$ cat config.mk
export PLATFORM = sky130hd
export DESIGN_NAME = fcg_front
export DESIGN_NICKNAME = d
export VERILOG_FILES = /design/src/sv/fcg_pkg.sv /design/src/sv/fcg_front.sv
export VERILOG_INCLUDE_DIRS = /design/src /design/src/sv
export SDC_FILE = /design/constraint.sdc
export NUM_CORES = 1
export LEC_CHECK = 0
export CORE_AREA = 2 2 86 88
export DETAILED_ROUTE_END_ITERATION = 7
export DIE_AREA = 0 0 88 90
export DONT_BUFFER_PORTS = 1
export PLACE_DENSITY = 0.72
export SLEW_MARGIN = 20
export SYNTH_ARGS = -nofsm -noshare
export SYNTH_HDL_FRONTEND = slang
export SYNTH_SLANG_ARGS = --single-unit
$ cat constraint.sdc
create_clock -name clk -period 2.2 [get_ports clk]
set_clock_uncertainty 0.1 [all_clocks]
set_input_delay 0.22 -clock clk [delete_from_list [all_inputs] [get_ports clk]]
set_output_delay 0.22 -clock clk [all_outputs]
set_load 0.005 [all_outputs]
$ cat src/sv/font_cmap_glyph_lookup_macros.svh
// Assertion macros for the glyph lookup block
`ifndef FONT_CMAP_GLYPH_LOOKUP_MACROS_SVH
`define FONT_CMAP_GLYPH_LOOKUP_MACROS_SVH
`define FCG_ASSERT_IMPL(lbl, clk_s, rst_s, pre, post) \
  lbl: assert property (@(posedge clk_s) disable iff (rst_s) (pre) |-> (post)) \
    else $error("assertion failed");
`define FCG_ASSERT_NEXT(lbl, clk_s, rst_s, pre, post) \
  lbl: assert property (@(posedge clk_s) disable iff (rst_s) (pre) |=> (post)) \
    else $error("assertion failed");
`endif

$ cat src/sv/fcg_pkg.sv
// Shared types and constants for the glyph lookup block
package fcg_pkg;
  localparam int TableWordsDefault = 32768;
  localparam int QueueDepth = 2;
  localparam logic [2:0] FmtByte = 3'd0;
  localparam logic [2:0] FmtHighByte = 3'd2;
  localparam logic [2:0] FmtSegment = 3'd4;
  localparam logic ActWrite = 1'b0;
  localparam logic ActLookup = 1'b1;

  typedef struct packed {
    logic        is_lookup;
    logic [14:0] addr;
    logic [15:0] data;
    logic [15:0] code;
    logic        miss;
  } fcg_cmd_t;
endpackage

$ cat src/sv/fcg_front.sv
// Front end: accept beats, classify them and queue commands
module fcg_front (
  input  logic             clk,
  input  logic             rst,
  input  logic             push,
  output logic             full,
  input  logic             action,
  input  logic [14:0]      word_addr,
  input  logic [15:0]      word_data,
  input  logic [20:0]      code_point,
  output fcg_pkg::fcg_cmd_t cmd,
  output logic             cmd_valid,
  input  logic             cmd_take
);
  import fcg_pkg::*;
  `include "font_cmap_glyph_lookup_macros.svh"

  fcg_cmd_t q [QueueDepth];
  logic     wp, rp;
  logic [1:0] cnt;
  logic     do_push, do_pop;

  assign full      = (cnt == 2'(QueueDepth));
  assign cmd_valid = (cnt != 2'd0);
  assign cmd       = q[rp];
  assign do_push   = push && !full;
  assign do_pop    = cmd_take && cmd_valid;

  always_ff @(posedge clk) begin
    if (rst) begin
      wp <= 1'b0;
      rp <= 1'b0;
      cnt <= 2'd0;
    end else begin
      if (do_push) wp <= ~wp;
      if (do_pop) rp <= ~rp;
      cnt <= cnt + 2'(do_push) - 2'(do_pop);
    end
    if (do_push) begin
      q[wp].is_lookup <= (action == ActLookup);
      q[wp].addr      <= word_addr;
      q[wp].data      <= word_data;
      q[wp].code      <= code_point[15:0];
      q[wp].miss      <= (code_point[20:16] != 5'd0);
    end
  end

  `FCG_ASSERT_IMPL(a_cnt_range, clk, rst, 1'b1, cnt <= 2'(QueueDepth))
  `FCG_ASSERT_NEXT(a_push_grows, clk, rst, do_push && !do_pop, cnt == $past(cnt) + 2'd1)
  `FCG_ASSERT_NEXT(a_pop_shrinks, clk, rst, do_pop && !do_push, cnt == $past(cnt) - 2'd1)
endmodule

==> run metrics, run 1 <==
area share of the largest cell type after synthesis 0.780; RSZ-0062 raised after global routing false; fmax 499 MHz; CTS root buffer clkbuf_8; Non-Filler Instances 349; deepest clock path buffer count 2; total track usage 0.167; setup ws final 0.198 ns; CP arrival 1.99 ns; crit start category primary input; status completed; Power Total between 4000 and 5000 uW; Worst Hold Path EP wp$_SDFFE_PP0N_; remaining global-route overflow 0; area of the mapped netlist around 3800 um^2; vias in the first global route 1932; ANT nets after route 0; die area around 7900 um^2; period utilization 0.910; CP most frequent cell dlygate4sd3_1; Rel. slew slack 0.725; syn nets 240; dpl ws 0.262 ns; Max Cap Viol 0; Seq/Total Area, Yosys 0.806; Avg Cell Area, Syn 20.9 um^2; Mapped Cells 181; CP Max Fanout 2; RePlAce Congestion 0.787; Clock Latency Late Sink 0.34 ns; Post-synth top flop edfxtp_1; nets between 300 and 400; Layout Area Growth over Synthesis 24.2%; die extent in x 88 um; Synth Register Bits 103; num ports 108; # setup viols final 0; asr flop ratio synth 0; WHS Path Cells 3; Die Height 90 um; leading area contributor after synthesis edfxtp_1; yosys warns 0; placed cell count 281; Final Critical Period 2.00 ns; CP Data Required Time 2.19 ns; I/O Buffers 0; Via Count 1785; Initial Util 0.538; FF-to-FF Start cnt[0]$_SDFF_PP0_; H-Tree Depth 3; Row Count 31; dominant cell by count in the synthesized netlist edfxtp_1; P_leak 0.00156 uW; total iterations of the first detailed-routing run 4; final setup TNS 0 ns; Hold WC Path Type primary input to flop; CP startpoint code_point[20]; # DRC 0; most frequent cells after synthesis 98 x edfxtp_1, 49 x mux2_2, 5 x dfxtp_1; Buf/Inv on CP 3; actual slew at the worst max-slew pin just over 0.4 ns; EDFF count, synth between 90 and 100; hold buffers post-CTS between 50 and 60; Setup crit end kind flop; clock-pin transition on the worst setup and hold timing paths 0.08 ns; dpl hpwl 4.13 mm; TritonCTS clock tree done; drt wl/cell 18.6 um; first-pass GRT wire length 9.80 mm; synth unique cells 22; Crit Path Class primary input to flop; detailed-route vias per instance 5.11; critical path's top delay family buffers and inverters; share of layout cells above drive strength 1 0.300; Detailed Route WL 6.50 mm; peak supply drop 0.603 mV; Critical Path Max Stage Delay 0.56 ns; postcts setup bufs 0; Worst path slowest cell dlygate4sd3_1; R2R setup slack 0.24 ns; Final Hold Viols 0; total power density per cell area 1000 nW/um^2; CP cell instances dlygate4sd3_1, nor2_1, dlygate4sd3_1, nand2_1, dlygate4sd3_1; Slew Viols, Final 0; Core ar. between 7000 and 8000 um^2; antenna violations before repair 0; min-delay src push; Worst Reg2Reg Path Length in Cells 5; Hold WS between 0.08 and 0.09 ns; ranking of synthesized cells by area edfxtp_1 78%, mux2_2 15%, dfxtp_1 2.7%, ha_1 0.66%, xnor2_1 0.46%; cts bufs inserted 9; antenna fix cells 0; post-CTS sizing 0; pin count of the biggest net entering global routing 50; FF-to-FF End q[0][7]$_DFFE_PP_; total clock sinks 103; Starting DRT DRC Count 102
==> through the flow <==
stage,utilization,area [um^2]
6_report,0.668,4690
5_1_grt,0.668,4690
4_1_cts,0.668,4690
3_5_place_dp,0.563,3950
3_3_place_gp,0.563,3950
2_1_floorplan,-,3780
==> flip-flops by register name, indices dropped and copies added, names as in the netlist, named ones only <==
| name | flops |
|---|---|
| cnt | 2 |
| rp | 1 |
| q | 98 |
| wp | 1 |
==> metal layers <==
layer	track usage	up-vias	wire length [um]
met5	0	-	0
met3	0.0487	6	438
li1	-	827	-
met2	0.302	70	3490
met1	0.180	882	2500
met4	0.0641	0	62
==> worst register-to-register path, stage by stage, from the launching register on <==
cell and delay [ns]:
dfxtp_1 0.39, nand2b_2 0.18, inv_2 0.05, or3_1 0.37
clkinvlp_4 0.33, buf_4 0.25
==> cells by family (layout without fill, tap and decap cells) <==
family,Yosys count,after routing,share of synthesized area
xor gates and xnor gates,3,3,0.00696
AOI/OAI and AO/OA,3,3,0.00464
muxes,49,49,0.146
buffers and inverters,9,78,0.0129
and+or+nand+nor,12,12,0.0166
adders and majority gates,2,2,0.00663
DFF,103,103,0.806
==> final cells by class <==
class                           instances  area, um^2
Sequential cell                       103        3040
Fill cell                             449        2330
Multi-Input combinational cell         69         683
Timing Repair Buffer                   58         603
Clock buffer                           11         131
Tap cell                               99         124
Clock inverter                          5        82.6
Inverter                                4        18.8
==> layout by cell type, fill, tap and decap left out <==
cell type / count
edfxtp_1: 98
dlygate4sd3_1: 52
mux2_2: 49
clkbuf_8: 9
nor2_1: 4
clkinvlp_4: 4
dfxtp_1: 4
buf_4: 3
buf_12: 3
nand2_1: 2
inv_1: 2
xnor2_1: 2
ha_1: 2
clkbuf_1: 2
bufinv_16: 2
o21a_1: 1
nand2b_2: 1
or2_2: 1
nor3_1: 1
and3_2: 1
inv_2: 1
or3_1: 1
nor2b_1: 1
o21ai_0: 1
a21oi_1: 1
xor2_1: 1
dfxtp_2: 1
==> worst max-delay path by stage <==
| stage | slack (ns) | cells after the start | endpoint |
|---|---|---|---|
| global route | 0.14 | 5 | q[0][7]$_DFFE_PP_ |
| global placement | 0.35 | 5 | q[0][26]$_DFFE_PP_ |
| finish | 0.20 | 5 | q[1][0]$_DFFE_PP_ |
| floorplan | 0.31 | 4 | q[0][0]$_DFFE_PP_ |
| CTS | 0.21 | 5 | q[1][0]$_DFFE_PP_ |
| detailed placement | 0.26 | 5 | q[0][1]$_DFFE_PP_ |
==> where the power goes <==
part,total [uW],internal [uW],switching (uW)
registers,2520,2430,87.6
logic,951,475,477
clock network,1220,642,580
total,4690,3540,1140
Note: power is estimated with default switching activity, not from simulation.
==> run 2: changes to the inputs <==
--- a/config.mk
+++ b/config.mk
@@ -6,11 +6,11 @@
 export SDC_FILE = /design/constraint.sdc
 export NUM_CORES = 1
 export LEC_CHECK = 0
-export CORE_AREA = 2 2 86 88
+export BUFFER_PORTS_ARGS = -buffer_cell sky130_fd_sc_hd__buf_4
+export CORE_AREA = 2 2 126 128
 export DETAILED_ROUTE_END_ITERATION = 7
-export DIE_AREA = 0 0 88 90
-export DONT_BUFFER_PORTS = 1
-export PLACE_DENSITY = 0.72
+export DIE_AREA = 0 0 128 130
+export PLACE_DENSITY = 0.58
 export SLEW_MARGIN = 20
 export SYNTH_ARGS = -nofsm -noshare
 export SYNTH_HDL_FRONTEND = slang
==> run metrics, run 2 (same netlist as run 1, synthesis figures left out) <==
status completed; total iterations of the first detailed-routing run 4 (unchanged); Die Height 130 um (+44%); biggest regs q (98), cnt (2); drt wl/cell 13.8 um (-26%); Detailed Route WL 7.51 mm (+16%); Starting DRT DRC Count 79 (-23%); die extent in x 128 um (+45%); Max Cap Viol 0 (unchanged); RePlAce Congestion 0.636 (-19%); antenna fix cells 0 (unchanged); share of layout cells above drive strength 1 0.520 (+0.220); Setup crit end kind primary output; antenna violations before repair 0 (unchanged); placed cell count 481 (+71%); peak supply drop 0.345 mV (-43%); total power density per cell area 951 nW/um^2 (-4.9%); switch share 0.246 (+0.00233); first-pass GRT wire length 11.9 mm (+21%); Net Sw Power 1320 uW (+15%); period utilization 0.929 (+0.0191); CP Data Required Time 1.88 ns (-0.31 ns); fmax 489 MHz (-2.1%); post-CTS sizing 0 (unchanged); Non-Filler Instances 546 (+56%); P_leak 0.00210 uW (+35%); TritonCTS clock tree done; Comb power frac 0.260 (+0.057); CP arrival 1.72 ns (-0.27 ns); deepest clock path buffer count 2 (unchanged); Final Critical Period 2.04 ns (+0.0421 ns); nets 408 (+34%); CP Max Fanout 18 (+16); max reg flops 98 (unchanged); Slew Viols, Final 0 (unchanged); Flop pwr share 0.474 (-0.063); cts bufs inserted 9 (unchanged); pin count of the biggest net entering global routing 30 (-40%); final setup TNS 0 ns (unchanged); Final Hold Viols 0 (unchanged); Crit Path Class flop to primary output; vias in the first global route 2359 (+22%); crit start category flop; R2R setup slack 0.41 ns (+0.17 ns); most frequent cells in the layout 110 x buf_4, 98 x edfxtp_1, 49 x mux2_2, 49 x dlygate4sd3_1, 9 x clkbuf_16; Int Power 4030 uW (+14%); Row Count 46 (+48%); total clock sinks 103 (unchanged); die area 16600 um^2 (+110%); detailed-route vias per instance 3.94 (-23%); largest reg by FF count q; Layout Area Growth over Synthesis 49.1%; dpl hpwl 4.95 mm (+20%); Rel. slew slack 0.670 (-0.0548); remaining global-route overflow 0 (unchanged); # setup viols final 0 (unchanged); Via Count 2149 (+20%); # DRC 0 (unchanged); I/O Buffers 107 (+107); total track usage 0.0957 (-0.0716); actual slew at the worst max-slew pin 0.495 ns (+0.0831 ns); H-Tree Depth 3 (unchanged); Hold WC Path Type primary input to flop; Initial Util 0.245 (-0.293); num ports 108 (unchanged); Core ar. 15400 um^2 (+120%); RSZ-0062 raised after global routing false; CTS root buffer clkbuf_16; clock-pin transition on the worst setup and hold timing paths 0.07 ns (about the same); Clock Latency Late Sink 0.34 ns (about the same); ANT nets after route 0 (unchanged); commonest non-fill, non-tap cell in the layout buf_4; clock share of power 0.266 (+0.006)
-- run 2: cell count changes in the layout (fill, tap and decap cells not counted), sizes merged --
cell         change
clkinv           +5
bufinv           -2
dlygate4sd3      -3
buf            +107
clkbuf           -2
clkinvlp         -1
-- run 2: path summary, 6_finish.rpt --
kind,startpoint,depth (start not counted),endpoint
worst max-delay path,flop,3,cmd[48]
worst min-delay path,code_point[20],3,q[1][0]$_DFFE_PP_
worst max register to register,cnt[0]$_SDFF_PP0_,5,q[0][42]$_DFFE_PP_
worst min register to register,wp$_SDFFE_PP0N_,2,wp$_SDFFE_PP0N_
-- run 2: repair_timing --
item                                   CTS  global route
endpoints found under the hold margin  101             0
setup buffers                            0             0
hold buffers                            49             0
-- run 2: routing by layer --
layer | global-route usage | share of wire | vias up
li1 | - | - | 1034
met1 | 0.114 | 0.43 | 1038
met2 | 0.157 | 0.50 | 65
met3 | 0.0271 | 0.048 | 12
met4 | 0.0543 | 0.023 | 0
met5 | 0 | 0 | -
-- run 2: worst max-delay path: stages (launching register included) --
cell     delay (ns)
dfxtp_2        0.64
buf_12         0.23
mux2_2         0.37
buf_4          0.14
-- run 2: stage by stage --
stage / hold slack (ns) / setup slack (ns) / cell area (um^2) / util / total power, uW
6_report: 0.0622 / 0.155 / 5630 / 0.365 / 5350
5_1_grt: 0.0582 / 0.0467 / 5630 / 0.365 / 5670
3_3_place_gp: 0.305 / 0.422 / 4870 / 0.316 / 3910
3_5_place_dp: 0.308 / 0.401 / 4870 / 0.316 / 3940
2_1_floorplan: 0.189 / 0.306 / 3780 / - / 3210
4_1_cts: 0.0449 / 0.0594 / 5630 / 0.365 / 5480
-- run 2: power groups by stage --
stage / Combinational [uW] / Sequential, uW / Clock, uW
after floorplan: 688 / 2520 / 0
after global placement: 1340 / 2570 / 0
after detailed placement: 1350 / 2590 / 0
after CTS: 1430 / 2540 / 1500
after global routing: 1520 / 2560 / 1580
final: 1390 / 2540 / 1420
-- run 2: area by class of cell --
type,count,area (um^2)
clock buffer,9,225
fill,1494,9800
tap,192,240
clock inverter,7,40.0
multi-input combinational,69,683
sequential,103,3040
timing repair buffer,162,1380
inverter,4,18.8
==> run 3: changes to the inputs <==
--- a/config.mk
+++ b/config.mk
@@ -6,7 +6,7 @@
 export SDC_FILE = /design/constraint.sdc
 export NUM_CORES = 1
 export LEC_CHECK = 0
-export BUFFER_PORTS_ARGS = -buffer_cell sky130_fd_sc_hd__buf_4
+export BUFFER_PORTS_ARGS = -buffer_cell sky130_fd_sc_hd__clkbuf_2
 export CORE_AREA = 2 2 126 128
 export DETAILED_ROUTE_END_ITERATION = 7
 export DIE_AREA = 0 0 128 130
==> run metrics, run 3 (same netlist as run 1, synthesis figures left out) <==
status completed; WHS Path Cells 3 (unchanged); dpl hpwl 4.75 mm (-4.1%); Clock Latency Late Sink 0.35 ns (about the same); Hold WC Path Type primary input to flop; Core ar. 15400 um^2 (unchanged); first-pass GRT wire length 10.8 mm (-8.9%); final setup TNS 0 ns (unchanged); period utilization 0.857 (-0.0723); RSZ-0062 raised after global routing false; ANT nets after route 0 (unchanged); nets 408 (unchanged); Final Hold Viols 0 (unchanged); I/O Buffers 107 (unchanged); drt wl/cell 13.0 um (-5.2%); P_leak 0.00202 uW (-3.8%); H-Tree Depth 3 (unchanged); FF-to-FF Start cnt[0]$_SDFF_PP0_; min-delay src code_point[20]; total clock sinks 103 (unchanged); antenna violations before repair 0 (unchanged); vias in the first global route 2251 (-4.6%); peak supply drop 0.423 mV (+23%); actual slew at the worst max-slew pin 0.423 ns (-0.0716 ns); max reg flops 98 (unchanged); Via Count 2157 (+0.37%); die area 16600 um^2 (unchanged); cts bufs inserted 9 (unchanged); Starting DRT DRC Count 78 (-1.3%); Crit Path Class flop to primary output; biggest regs q (98), cnt (2); # setup viols final 0 (unchanged); die extent in x 128 um (unchanged); TritonCTS clock tree done; most frequent cells in the layout 107 x clkbuf_2, 98 x edfxtp_1, 49 x mux2_2, 49 x dlygate4sd3_1, 9 x clkbuf_16; Setup crit end kind primary output; CP Max Fanout 29 (+11); commonest non-fill, non-tap cell in the layout clkbuf_2; Rel. slew slack 0.718 (+0.0477); Worst Hold Path EP q[0][0]$_DFFE_PP_; Die Height 130 um (unchanged); total iterations of the first detailed-routing run 6 (+2); largest reg by FF count q; Slew Viols, Final 0 (unchanged); CTS root buffer clkbuf_16; RePlAce Congestion 0.674 (+5.9%); fmax 530 MHz (+8.4%); Detailed Route WL 7.12 mm (-5.2%); num ports 108 (unchanged); Initial Util 0.245 (unchanged); R2R setup slack 0.44 ns (+0.03 ns); Power Total 5120 uW (-4.4%); Worst Reg2Reg Path Length in Cells 5 (unchanged); deepest clock path buffer count 2 (unchanged); Layout Area Growth over Synthesis 41.2%; CP Data Required Time 1.88 ns (about the same); crit start category flop; total track usage 0.0876 (-0.00810); detailed-route vias per instance 3.95 (+0.37%); Row Count 46 (unchanged); Max Cap Viol 0 (unchanged); # DRC 0 (unchanged); share of layout cells above drive strength 1 0.511 (-0.00847); FF-to-FF End q[0][39]$_DFFE_PP_; clock-pin transition on the worst setup and hold timing paths 0.07 ns (about the same); total power density per cell area 961 nW/um^2 (+1.0%); Final Critical Period 1.89 ns (-0.159 ns); remaining global-route overflow 0 (unchanged); CP arrival 1.57 ns (-0.15 ns); antenna fix cells 0 (unchanged); pin count of the biggest net entering global routing 30 (unchanged)
run 3: cell count changes in the layout (fill, tap and decap cells not counted):
cell and change:
buf_12 -2, clkbuf_2 +107, clkbuf_1 +3, clkinv_2 -2, buf_4 -105, clkinvlp_4 -1
run 3: through the flow:
step                      hold slack [ns]  cell area (um^2)  std cells  setup WS [ns]   util
final                              0.0578              5330        546          0.315  0.345
after global routing               0.0829              5330        546          0.239  0.345
after floorplan                     0.189              3780        181          0.306      -
after CTS                          0.0383              5330        546          0.272  0.345
after detailed placement            0.313              4580        481          0.421  0.297
after global placement              0.311              4580        481          0.458  0.297
run 3: per-layer routing:
layer,global-route usage,part of all wire,up-vias
met1,0.0992,0.44,1041
met3,0.0271,0.048,13
li1,-,-,1038
met5,0,0,-
met4,0.0562,0.027,0
met2,0.145,0.49,65
run 3: worst max-delay path, cell delays in order (launching register included):
cell      delay [ns]
dfxtp_2         0.33
buf_4           0.36
mux2_2          0.39
clkbuf_2        0.11
run 3: worst max-delay path by stage:
stage                         endpoint  slack [ns]  depth (start not counted)
floorplan            q[0][0]$_DFFE_PP_        0.31                          4
global placement    q[0][39]$_DFFE_PP_        0.46                          5
detailed placement  q[0][39]$_DFFE_PP_        0.42                          5
CTS                            cmd[20]        0.27                          3
global route                   cmd[45]        0.24                          3
finish                         cmd[45]        0.31                          3
run 3: layout make-up:
class	count	area (um^2)
clock buffer	12	236
clock inverter	4	22.5
fill	1521	10100
inverter	4	18.8
multi-input combinational	69	683
sequential	103	3040
tap	192	240
timing repair buffer	162	1080
run 3: timing repair:
action / 4_1_cts / 5_1_grt
hold buffers: 49 / 0
buffers inserted: 0 / 0
resized for setup: 0 / 0
endpoints found under the hold margin: 101 / 0
run 3: power breakdown:
group          total [uW]  switching (uW)  internal [uW]
Clock                1410             650            762
Sequential           2490            62.4           2430
Combinational        1210             567            647
